File: src/design/spq_pkg.sv
// Shared types and codes for the stable priority packet queue.
`default_nettype none
package spq_pkg;

    // Default number of cells in the queue.
    localparam int QUEUE_DEPTH_DEF = 16;

    // Field widths of a stored descriptor and of the result.
    localparam int HANDLE_W = 16;
    localparam int SIZE_W   = 11;
    localparam int PRIO_W   = 8;
    localparam int OCC_W    = 5;

    // Request kinds carried on the input tuser bit.
    localparam logic MODE_PUSH = 1'b0;
    localparam logic MODE_POP  = 1'b1;

    // Result status codes carried on the output tuser bits.
    typedef enum logic [1:0] {
        ST_PUSHED = 2'd0,
        ST_POPPED = 2'd1,
        ST_EMPTY  = 2'd2,
        ST_FULL   = 2'd3
    } t_status;

    // One stored descriptor.
    typedef struct packed {
        logic [PRIO_W-1:0]   prio;
        logic [SIZE_W-1:0]   size;
        logic [HANDLE_W-1:0] handle;
    } t_entry;

    // Control broadcast from the top level to every cell.
    typedef struct packed {
        logic   push;
        logic   pop;
        t_entry push_entry;
    } t_cell_ctl;

endpackage : spq_pkg
`default_nettype wire

File: src/design/spq_cell.sv
// One cell of the sorted shift chain: holds a descriptor and moves it left or right.
`default_nettype none
module spq_cell
    import spq_pkg::*;
(
    input  wire logic      i_clk,
    input  wire t_cell_ctl i_ctl,
    input  wire logic      i_valid,
    input  wire logic      i_left_ge,
    input  wire t_entry    i_left_data,
    input  wire t_entry    i_right_data,
    output logic           o_ge,
    output t_entry         o_data
);

    t_entry r_data;
    t_entry n_data;

    // The cell stays in front of a new entry when it holds an equal or higher priority.
    assign o_ge   = i_valid && (r_data.prio >= i_ctl.push_entry.prio);
    assign o_data = r_data;

    // A push takes the new entry at the first cell that yields, and shifts the rest right.
    // A pop shifts every cell one step toward the head.
    always_comb begin
        n_data = r_data;
        if (i_ctl.pop) begin
            n_data = i_right_data;
        end else if (i_ctl.push && !o_ge) begin
            if (i_left_ge) begin
                n_data = i_ctl.push_entry;
            end else begin
                n_data = i_left_data;
            end
        end
    end

    always_ff @(posedge i_clk) begin
        r_data <= n_data;
    end

endmodule : spq_cell
`default_nettype wire

File: src/design/stable_priority_packet_queue.sv
// The result of a request is registered and appears on the output in the cycle after it is accepted.
// One push or pop request per cycle while the output is not stalled; every cell compares its priority
// against the new one in parallel and the whole chain shifts in that same cycle.
// Reset clears the entry count and the output valid; stored descriptors are not
// cleared, since only cells below the count are ever read.
`default_nettype none
module stable_priority_packet_queue
    import spq_pkg::*;
#(
    parameter int QUEUE_DEPTH = QUEUE_DEPTH_DEF
) (
    input  wire logic        i_clk,
    input  wire logic        i_rst_n,
    input  wire logic        i_s_axis_tvalid,
    output logic             o_s_axis_tready,
    // tdata: packet_handle[15:0], packet_size[26:16], priority_req[34:27], zero fill
    input  wire logic [39:0] i_s_axis_tdata,
    // tuser: mode
    input  wire logic        i_s_axis_tuser,
    output logic             o_m_axis_tvalid,
    input  wire logic        i_m_axis_tready,
    // tdata: out_handle[15:0], out_size[26:16], occupancy[31:27]
    output logic [31:0]      o_m_axis_tdata,
    // tuser: status
    output logic [1:0]       o_m_axis_tuser
);

    localparam int CNT_W = $clog2(QUEUE_DEPTH + 1);

    logic               w_accept;
    logic               w_is_pop;
    logic               w_empty;
    logic               w_full;
    t_entry             w_req_entry;
    t_cell_ctl          w_ctl;
    logic [QUEUE_DEPTH-1:0] w_valid;
    logic [QUEUE_DEPTH-1:0] w_ge;
    t_entry             w_data [QUEUE_DEPTH];

    logic [CNT_W-1:0]   r_count;
    logic [CNT_W-1:0]   n_count;
    logic               r_out_valid;
    logic               n_out_valid;
    t_status            r_status;
    t_status            n_status;
    logic [HANDLE_W-1:0] r_handle;
    logic [HANDLE_W-1:0] n_handle;
    logic [SIZE_W-1:0]  r_size;
    logic [SIZE_W-1:0]  n_size;
    logic [OCC_W-1:0]   r_occ;
    logic [OCC_W-1:0]   n_occ;
    logic [CNT_W+OCC_W-1:0] w_count_ext;

    // Request decode.
    assign o_s_axis_tready    = !r_out_valid || i_m_axis_tready;
    assign w_accept           = i_s_axis_tvalid && o_s_axis_tready;
    assign w_is_pop           = (i_s_axis_tuser == MODE_POP);
    assign w_req_entry.handle = i_s_axis_tdata[15:0];
    assign w_req_entry.size   = i_s_axis_tdata[26:16];
    assign w_req_entry.prio   = i_s_axis_tdata[34:27];
    assign w_empty            = (r_count == '0);
    assign w_full             = (r_count == CNT_W'(QUEUE_DEPTH));

    assign w_ctl.push       = w_accept && !w_is_pop && !w_full;
    assign w_ctl.pop        = w_accept && w_is_pop && !w_empty;
    assign w_ctl.push_entry = w_req_entry;

    // Chain of cells, head at index zero.
    for (genvar g = 0; g < QUEUE_DEPTH; g++) begin : g_cell
        t_entry w_right;
        logic   w_left_ge;
        t_entry w_left;

        assign w_valid[g] = (r_count > CNT_W'(g));

        if (g == 0) begin : g_head
            assign w_left_ge = 1'b1;
            assign w_left    = w_req_entry;
        end else begin : g_body
            assign w_left_ge = w_ge[g-1];
            assign w_left    = w_data[g-1];
        end

        if (g == QUEUE_DEPTH - 1) begin : g_tail
            assign w_right = '0;
        end else begin : g_inner
            assign w_right = w_data[g+1];
        end

        spq_cell u_cell (
            .i_clk        (i_clk),
            .i_ctl        (w_ctl),
            .i_valid      (w_valid[g]),
            .i_left_ge    (w_left_ge),
            .i_left_data  (w_left),
            .i_right_data (w_right),
            .o_ge         (w_ge[g]),
            .o_data       (w_data[g])
        );
    end

    // Entry count follows each push or pop that changes the chain.
    always_comb begin
        n_count = r_count;
        if (w_ctl.push) begin
            n_count = r_count + CNT_W'(1);
        end else if (w_ctl.pop) begin
            n_count = r_count - CNT_W'(1);
        end
    end

    // Occupancy is the new count reduced to the output field width.
    assign w_count_ext = {{OCC_W{1'b0}}, n_count};

    // Result register, loaded for each accepted request.
    always_comb begin
        n_out_valid = r_out_valid && !i_m_axis_tready;
        n_status    = r_status;
        n_handle    = r_handle;
        n_size      = r_size;
        n_occ       = r_occ;
        if (w_accept) begin
            n_out_valid = 1'b1;
            n_handle    = '0;
            n_size      = '0;
            n_occ       = w_count_ext[OCC_W-1:0];
            if (w_is_pop) begin
                if (w_empty) begin
                    n_status = ST_EMPTY;
                end else begin
                    n_status = ST_POPPED;
                    n_handle = w_data[0].handle;
                    n_size   = w_data[0].size;
                end
            end else begin
                n_status = w_full ? ST_FULL : ST_PUSHED;
            end
        end
    end

    always_ff @(posedge i_clk) begin
        if (!i_rst_n) begin
            r_count     <= '0;
            r_out_valid <= 1'b0;
        end else begin
            r_count     <= n_count;
            r_out_valid <= n_out_valid;
        end
    end

    always_ff @(posedge i_clk) begin
        r_status <= n_status;
        r_handle <= n_handle;
        r_size   <= n_size;
        r_occ    <= n_occ;
    end

    assign o_m_axis_tvalid = r_out_valid;
    assign o_m_axis_tdata  = {r_occ, r_size, r_handle};
    assign o_m_axis_tuser  = r_status;

endmodule : stable_priority_packet_queue
`default_nettype wire

File: config.mk
export PLATFORM = sky130hd
export DESIGN_NAME = stable_priority_packet_queue
export DESIGN_NICKNAME = d
export VERILOG_FILES = /design/src/design/spq_pkg.sv /design/src/design/spq_cell.sv /design/src/design/stable_priority_packet_queue.sv
export SDC_FILE = /design/constraint.sdc
export NUM_CORES = 1
export LEC_CHECK = 0
export ABC_AREA = 0
export BUFFER_PORTS_ARGS = -buffer_cell sky130_fd_sc_hd__buf_2
export CAP_MARGIN = 10
export CORE_UTILIZATION = 50
export CTS_BUF_LIST = sky130_fd_sc_hd__clkbuf_4
export DETAILED_ROUTE_END_ITERATION = 7
export GPL_TIMING_DRIVEN = 0
export PLACE_DENSITY_LB_ADDON = 0.25
export SLEW_MARGIN = 5
export SYNTH_ARGS = -nofsm -noshare
export SYNTH_HDL_FRONTEND = slang
export SYNTH_SLANG_ARGS = --single-unit
File: constraint.sdc
create_clock -name i_clk -period 6.03 [get_ports i_clk]
set_input_delay 0.603 -clock i_clk [delete_from_list [all_inputs] [get_ports i_clk]]
set_output_delay 0.603 -clock i_clk [all_outputs]
set_load 0.005 [all_outputs]
Word level (Yosys, flattened, before mapping)
Cells that the tools add are included.
W data, S select, Z words.
Word-level totals
  register bits: 600
  bits of input ports: 45
  output and inout bits: 36
  word-level logic and storage cells: 218
Cells by class
  add/subtract/negate cells: 2
  magnitude comparators: 32
  equal/unequal tests: 1
  mux-type cells: 51
  bitwise logic cells: 1
  reductions and logical operators: 77
Operators with widths (count)
  $mux W35: 45
  $ge A8 B8 Y1: 16
  $gt A5 B4 Y1 const B: 8
  $logic_and A1 B1 Y1: 38
  $reduce_bool A2 Y1: 15
  $logic_not A1 Y1: 21
  $gt A5 B3 Y1 const B: 4
  $gt A5 B1 Y1 const B: 2
  $gt A5 B2 Y1 const B: 2
  $mux W5: 2
  $mux W2: 3
  $add A5 B1 Y5 const B: 1
  $eq A5 B5 Y1 const B: 1
  $logic_not A5 Y1: 1
  $sub A5 B1 Y5 const B: 1
  $reduce_or A2 Y1: 1
  $logic_or A1 B1 Y1: 1
  $mux W1: 1
  $not A1 Y1: 1

Depth between registers and ports, before layout
Gate-level depths: netlist of the first run.
  depth in word-level cells: 8
  mapped depth: 12
  depth with buffers taken out: 8

By module
Synthesis of the first run repeated with hierarchy kept, for this count alone.
Unflattened totals
  cell total of the unflattened synthesis: 3079
  area total of the unflattened synthesis: 34668.2 µm²
Modules (own cells, without submodules)
  spq_cell (g_cell[0].u_cell ...): instances 11, cells an instance 182, area each 2048.2 µm², seq. area each 1051.0 µm²
  spq_cell (g_cell[5].u_cell ...): instances 5, cells an instance 182, area each 2037.0 µm², seq. area each 1051.0 µm²
  stable_priority_packet_queue: instances 1, cells an instance 167, area each 1953.1 µm², seq. area each 1141.1 µm²

Least setup slack after synthesis of the first run
OpenSTA, ideal clock, no wires.
  path type: input-to-reg
  start: input port i_s_axis_tdata[28]
  end: register g_cell[14].u_cell.r_data (netlist bit g_cell[14].u_cell.o_data[0]) (enable)
  library setup time: 476 ps
  arrival: 4660 ps
  required time: 5554 ps
  slack: 894 ps
  stages: 8
  path buffers: 2
  path through: inv_1 -> ha_1 -> a2111oi_0 -> a211o_1 -> a31oi_1 -> buf_4 -> buf_2 -> o21ai_0
On the way
  cells in the longest elaborated chain, start to end: 5
RTL lines
  start, declared: line stable_priority_packet_queue.sv:17  | input wire logic [39:0] i_s_axis_tdata,
  $ge A8 B8 Y1: line spq_cell.sv:20  | assign o_ge = i_valid && (r_data.prio >= i_ctl.push_entry.prio);
  $logic_and A1 B1 Y1: line spq_cell.sv:20
  $logic_not A1 Y1: line spq_cell.sv:29  | end else if (i_ctl.push && !o_ge) begin
  $logic_and A1 B1 Y1: line spq_cell.sv:29
  $reduce_bool A2 Y1 (no line)
  end signal, assigned: line spq_cell.sv:39  | r_data <= n_data;
  end, declared: line spq_cell.sv:16  | t_entry r_data;
No other way between the ends.
A chain may end at the register's enable or synchronous reset.

Worst setup path in the final report of the first run
  start: register r_count[1]
  end: register g_cell[10].u_cell.r_data (netlist bit g_cell[10].u_cell.o_data[11]) (enable)
On the way
  cells in the longest elaborated chain, start to end: 5
  elaborated cells on any way between the ends: 11
  those cells by class: order compare: 1; eq/ne: 1; reduce/logical: 9
RTL lines
  start, declared: line stable_priority_packet_queue.sv:40  | logic [CNT_W-1:0] r_count;
  start signal, assigned: line stable_priority_packet_queue.sv:146  | r_count <= n_count;
  $gt A5 B4 Y1 or $eq A5 B5 Y1 (tied branches): line stable_priority_packet_queue.sv:74, stable_priority_packet_queue.sv:62
  $logic_and A1 B1 Y1 or $logic_not A1 Y1 (tied branches): line spq_cell.sv:20, stable_priority_packet_queue.sv:64
  $logic_not A1 Y1 or $logic_and A1 B1 Y1 (tied branches): line spq_cell.sv:29, stable_priority_packet_queue.sv:64
  $logic_and A1 B1 Y1: line spq_cell.sv:29
  $reduce_bool A2 Y1 (no line) (*)
  end signal, assigned: line spq_cell.sv:39
  end, declared: line spq_cell.sv:16
Every way passes the cells marked *; elsewhere a longest branch is shown, timed or not.

==> impl_metrics.yaml, run 1 <==
pwr:
  p_sw_mw: 4.93
  clkPwrFrac_pct: 26.2
  pwr-share-comb_pct: 28.0
  p_int_mw: 9.51
  power.density_nw_per_um2: 402
  p_leak_nw: 13.1
  total_power_mw: 14.4
  peakVddDrop_v: 0.000209
  p_seq_share_pct: 45.7
  swShare_pct: 34.1
sta:
  rsz0062_at_grt: "no"
  whs_ns: 0.0863
  slew_violations: 0
  relSlewSlack_pct: 31.4
  min_period_over_period_pct: 70.2
  finalSetupViolCount: 0
  fin_skew_ns: 0.0622
  fmax_mhz: 236
  fin_tns_setup_ns: 0
  hold_viol: 0
  tightestPinTransition_ns: 1.03
  fin_crit_ns: 4.24
flow_run:
  cap_violations: 0
synth:
  synth_edf_count: 559
  yosys-top-cells-count: "nand2_1 (588), edfxtp_1 (559), o211ai_1 (416), nand3_1 (362), ha_1 (134)"
  yosysMostFrequentCell: "nand2_1"
  ys.flop_type: "edfxtp_1"
  yosys_warnings: 0
  synthesis.nets: 3144
  synth_area_per_cell_um2: 10.7
  synth.ff_latch_count: 600
  synth.area.top_cells: "edfxtp_1 (53%), o211ai_1 (9.8%), nand2_1 (7.0%)"
  yosys.area.top_type: "edfxtp_1"
  ys_seq_area_share_pct: 55.5
  syn_inst: 2965
  yosys.area.top_type_share_pct: 52.9
  netlist_area_um2: 31700
  ys_types: 59
  synthArstFlopShare_pct: 0
worst_setup_path:
  crit_path_top_delay_cell: "nand2_1"
  rr_endpoint: "g_cell[10].u_cell.o_data[11]"
  setup.worst_path.class: "reg -> reg"
  worst-r2r-cell-count: 12
  cpMostUsedCell: "buf_2"
  r2r_setup_slack_ns: 1.79
  start_kind: "register"
  cp_max_fo: 23
  worstPathArrival_ns: 5.01
  rr_startpoint: "r_count[1]"
  crit_path_start: "r_count[1]"
  cp.required_ns: 6.81
  end_kind: "register"
  crit_chain: "buf_2, inv_1, ha_1, nor4b_4, nor2b_1, buf_2, nand2_2, buf_4, buf_4, buf_2, nand2_1, buf_16"
  critPathMaxStageDelay_ns: 0.49
cts:
  cts_htree_levels: 4
  post_cts_buffers: 0
  tritoncts: "done"
  path_clk_slew_ns: 0.07
  ctsRootBufferMaster: "clkbuf_4"
  clk_latency_ns: 1.08
  cts_num_sinks: 600
  clockBufferDepth: 3
  cts-buffers-inserted: 162
routing:
  vias: 25700
  first_pass_iters: 6
  viasPerCell: 6.10
  drt_iter0_markers: 3042
  drtAntennaViolNets: 0
  drt_wl_total_um: 98800
  drc: 0
  wire_per_inst_um: 23.5
cells_and_area:
  area_growth_pct: 13.2
  fillers: 5431
  final_nets: 3426
  regArea_um2: 17600
  multi_input_area_um2: 12800
  utilization_pct: 57.8
  stdcell_count: 4210
  drive_gt1_share_pct: 15.7
placed_design:
  hpwlAfterDp_um: 77700
  dp_cells: 3887
  gp_congestion: 0.926
  portBuffers: 75
hold_path:
  min-delay-start: "i_s_axis_tdata[24]"
  hp-class: "in -> reg"
  hold_depth: 3
  min_to: "g_cell[15].u_cell.o_data[24]"
die:
  row_count: 91
  die_height_um: 254
  coreArea_um2: 62200
  io_pins: 81
  fp.dieW_um: 254
  dieArea_um2: 64500
  initial_utilization_pct: 51.1
global_route:
  grt_pass1_wl_um: 148000
  overflow: 0
  antenna_found_initial: 5
  grt_max_degree: 36
  track_usage_pct: 30.9
  grt_pass1_vias: 25000
status:
  status: "finished clean"
## per-layer routing
metal	wire length, µm	up-vias	track usage [%]
met5	26	-	0
met4	2970	4	12.0
met3	10200	197	5.68
met2	44600	1421	48.5
met1	41000	12200	42.5
li1	-	11900	-
## kinds of logic after synthesis
logic type | Yosys count | synth area share (%)
compound gates | 714 | 15.9
fa+ha+maj | 134 | 5.28
xor+xnor | 5 | 0.138
mux | 105 | 3.31
buf+inv | 306 | 4.34
simple gates | 1101 | 15.6
flops | 600 | 55.5
## sequential cells by signal, summed over array words and instances (netlist names)
| register | count |
|---|---|
| g_cell.u_cell.o_data | 560 |
| r_handle | 16 |
| r_size | 11 |
| r_count | 5 |
| r_occ | 5 |
| o_m_axis_tuser | 2 |
| o_m_axis_tvalid | 1 |
## metrics by stage
step | cell area, µm² | setup slack, ns
after floorplan | 31700 | 0.894
after global placement | 33200 | -1.12
after detailed placement | 33500 | 1.47
after CTS | 35900 | 1.55
after global routing | 35900 | 1.71
final | 35900 | 1.79
## worst max path at each step
stage	cells after the start	endpoint	slack, ns
floorplan	8	g_cell[14].u_cell.o_data[0]	0.89
global placement	9	g_cell[14].u_cell.o_data[10]	-1.12
detailed placement	9	g_cell[7].u_cell.o_data[9]	1.47
global route	12	g_cell[10].u_cell.o_data[0]	1.71
finish	12	g_cell[10].u_cell.o_data[11]	1.79
CTS	10	g_cell[7].u_cell.o_data[0]	1.55
## critical path: cells and delay by family, from the launching register on
family,cells,cell delay [ns]
AND/OR/NAND/NOR,4,1.49
adder cells (fa/ha/maj),1,0.25
flip-flops,1,0.33
buffers and inverters,7,1.84
## placed cells by master, fill, tap and decap left out, types with 6 or more instances in the layout
cell | synthesis | final
o211ai_1 | 416 | 416
mux2i_1 | 105 | 105
clkinv_1 | 0 | 18
nand2_2 | 1 | 6
o221a_1 | 14 | 14
buf_2 | 111 | 186
and2_1 | 33 | 32
clkbuf_4 | 0 | 254
buf_16 | 0 | 6
o21ai_0 | 109 | 105
nand3_1 | 362 | 362
dlygate4sd3_1 | 0 | 33
clkinv_4 | 0 | 6
nor2_1 | 32 | 32
o221ai_1 | 11 | 11
buf_1 | 11 | 11
dfxtp_1 | 41 | 41
nand2_1 | 588 | 583
o221a_2 | 21 | 21
a21o_1 | 12 | 11
inv_1 | 33 | 33
o21ai_1 | 19 | 19
edfxtp_1 | 559 | 559
nand2b_1 | 47 | 47
ha_1 | 134 | 134
o22ai_1 | 6 | 6
nand4_1 | 17 | 17
clkbuf_1 | 132 | 132
a21oi_1 | 71 | 71
buf_4 | 14 | 14
## area by class of cell
cell class / count / area share [%]
antenna: 3 / 0.0209
buffer: 273 / 3.49
clock buffer: 254 / 5.31
clock inverter: 33 / 0.634
inverter: 33 / 0.345
multi-input combinational: 2059 / 35.7
sequential: 600 / 49.0
tap: 837 / 2.91
timing repair buffer: 118 / 2.65
## power by group through the flow
| stage | clock network (mW) | registers [mW] | logic [mW] |
|---|---|---|---|
| 6_report | 3.79 | 6.60 | 4.05 |
| 5_1_grt | 4.03 | 6.68 | 4.44 |
| 4_1_cts | 3.82 | 6.57 | 3.99 |
| 3_5_place_dp | 0 | 6.65 | 3.96 |
| 3_3_place_gp | 0 | 6.65 | 3.71 |
| 2_1_floorplan | 0 | 6.42 | 2.79 |
## timing repair
action | in CTS | in global routing
setup endpoints to repair | 0 | 0
resized for setup | 0 | 0
endpoints found under the hold margin | 47 | 0
hold buffers | 33 | 0
Power figures use the tool's default switching activity.
==> inputs of run 2 (changes only) <==
- clock period: 6.03 -> 3.6 ns (I/O delays scaled with it)
==> run 2 against run 1 <==
Net effect: the run now ends with DRC, setup timing left; non-clock buffer count is 5 higher; hold slack better by 0.035 ns; utilization is 0.30 points higher; clock-buffer cell count is 6 lower; first-iteration DRC count increased by 3.7%; sequential share of layout area shrank 0.25 points; clock power is 70% higher; register-to-register slack got worse by 1.7 ns; wire length grew 1.2%; largest cell class unchanged; highest routed layer is now met4.
==> impl_metrics.yaml, run 2 (synthesis gave the netlist of run 1 again) <==
status:
  status: "finished, violations left"
  violations: "DRC, setup timing"
die:
  dieArea_um2: 64500
  initial_utilization_pct: 51.1
  io_pins: 81
  fp.dieW_um: 254
  coreArea_um2: 62200
  die_height_um: 254
  row_count: 91
routing:
  drtAntennaViolNets: 0
  wire_per_inst_um: 23.7
  first_pass_iters: 7
  viasPerCell: 6.13
  vias: 25800
  drt_iter0_markers: 3154
  drc: 1
  drt_wl_total_um: 100000
cells_and_area:
  area_growth_pct: 13.8
  final_cell_area_um2: 36100
  final_common_cell: "nand2_1"
  largest_reg_flops: 560
  drive_gt1_share_pct: 16.1
  fillers: 5375
  regArea_um2: 17600
  final_cell_mix: "nand2_1 (578), edfxtp_1 (559), o211ai_1 (416), nand3_1 (362), clkbuf_4 (249)"
  final_nets: 3432
  multi_input_area_um2: 12900
pwr:
  p_int_mw: 16.1
  power.density_nw_per_um2: 674
  peakVddDrop_v: 0.000403
  swShare_pct: 33.9
  pwr-share-comb_pct: 28.2
  total_power_mw: 24.4
  clkPwrFrac_pct: 26.5
  p_leak_nw: 13.1
  p_sw_mw: 8.27
  p_seq_share_pct: 45.4
global_route:
  grt_max_degree: 36
  overflow: 0
  grt_pass1_wl_um: 150000
  grt_pass1_vias: 25100
  track_usage_pct: 31.3
  antenna_found_initial: 3
sta:
  fin_tns_setup_ns: -3.80
  finalSetupViolCount: 37
  setup_slack_ns: -0.121
  tightestPinTransition_ns: 1.09
  min_period_over_period_pct: 103
  slew_violations: 0
  relSlewSlack_pct: 27.0
  fin_skew_ns: 0.0711
  hold_viol: 0
  rsz0062_at_grt: "yes"
  fmax_mhz: 269
  whs_ns: 0.121
  fin_crit_ns: 3.72
worst_setup_path:
  r2r_setup_slack_ns: 0.09
  cp.required_ns: 4.24
  worstPathArrival_ns: 4.36
  setup.worst_path.class: "in -> reg"
  crit_chain: "dlygate4sd3_1, buf_2, clkinvlp_4, ha_1, nand4_1, a21oi_1, o21ai_1, clkbuf_1, nand2_1, nand2_4"
  cp_max_fo: 35
  crit_family: "buffers and inverters"
  start_kind: "input pin"
  critPathMaxStageDelay_ns: 0.75
  crit_path_top_delay_cell: "o21ai_1"
  worst-path-buf-inv: 4
  end_kind: "register"
hold_path:
  hp-class: "in -> reg"
cts:
  path_clk_slew_ns: 0.06
  cts_num_sinks: 600
  cts-buffers-inserted: 162
  clockBufferDepth: 3
  tritoncts: "done"
  ctsRootBufferMaster: "clkbuf_4"
  cts_htree_levels: 4
  clk_latency_ns: 1.04
flow_run:
  cap_violations: 0
placed_design:
  portBuffers: 75
  placed_area_um2: 33400
  hpwlAfterDp_um: 77800
  gp_congestion: 0.951
run 2: cell types whose count changed in the layout (fill, tap and decap cells not counted), moves of 4 or more:
| cell | change |
|---|---|
| nand2_1 | -5 |
| buf_2 | -4 |
| clkbuf_1 | -5 |
| dlygate4sd3_1 | +6 |
| o21ai_2 | +4 |
| clkbuf_2 | +6 |
| nand2_2 | -6 |
| o21ai_1 | -4 |
| nand2_4 | +11 |
| clkbuf_4 | -5 |
run 2: final cells by class:
| cell class | instances | share of cell area, % |
|---|---|---|
| Clock inverter | 36 | 0.856 |
| Sequential cell | 600 | 48.7 |
| Tap cell | 837 | 2.90 |
| Clock buffer | 248 | 5.15 |
| Timing Repair Buffer | 124 | 2.72 |
| Inverter | 33 | 0.353 |
| Buffer | 272 | 3.50 |
| Multi-Input combinational cell | 2060 | 35.8 |
| Antenna cell | 1 | 0.00693 |
run 2: through the flow:
step           instances  worst slack, ns  util, %
2_1_floorplan       2965           -0.182        -
3_3_place_gp        3877            -2.17     53.4
3_5_place_dp        3886           -0.824     53.8
4_1_cts             4211           0.0291     58.1
5_1_grt             4211          -0.0332     58.1
6_report            4211           -0.121     58.1
run 2: tightest hold or removal path, delay by kind of cell:
family                 cells  cell delay [ns]
buffers and inverters      1             0.07
and+or+nand+nor            2             0.54
run 2: power groups by stage:
stage	combinational [mW]	sequential [mW]	clock [mW]
final	6.86	11.0	6.45
after global routing	7.50	11.2	6.89
after CTS	6.73	11.0	6.53
after detailed placement	6.62	11.1	0
after global placement	6.24	11.1	0
after floorplan	4.67	10.7	0
run 2: path summary, 6_finish.rpt:
path                                  end  cells after the start                         start
max            g_cell[4].u_cell.o_data[5]                     10            i_s_axis_tdata[30]
min                              r_occ[3]                      3               i_m_axis_tready
max reg2reg   g_cell[6].u_cell.o_data[32]                     11                    r_count[0]
min reg2reg  g_cell[15].u_cell.o_data[14]                      2  g_cell[15].u_cell.o_data[14]
run 2: what timing repair did:
action                                  CTS  global route
pin swaps                                 0             0
hold buffers                             39             0
cloned                                    1             0
endpoints found under the setup margin  627           210
setup buffers                             1             0
hold endpoints to repair                222             0
resized for setup                        20            18
run 2: layer usage:
metal | routed length (µm) | share of wire, % | GRT usage, %
met1 | 41200 | 41 | 43.2
met2 | 44700 | 45 | 48.6
met3 | 11100 | 11 | 6.77
met4 | 2900 | 2.9 | 11.7
met5 | 0 | 0 | 0
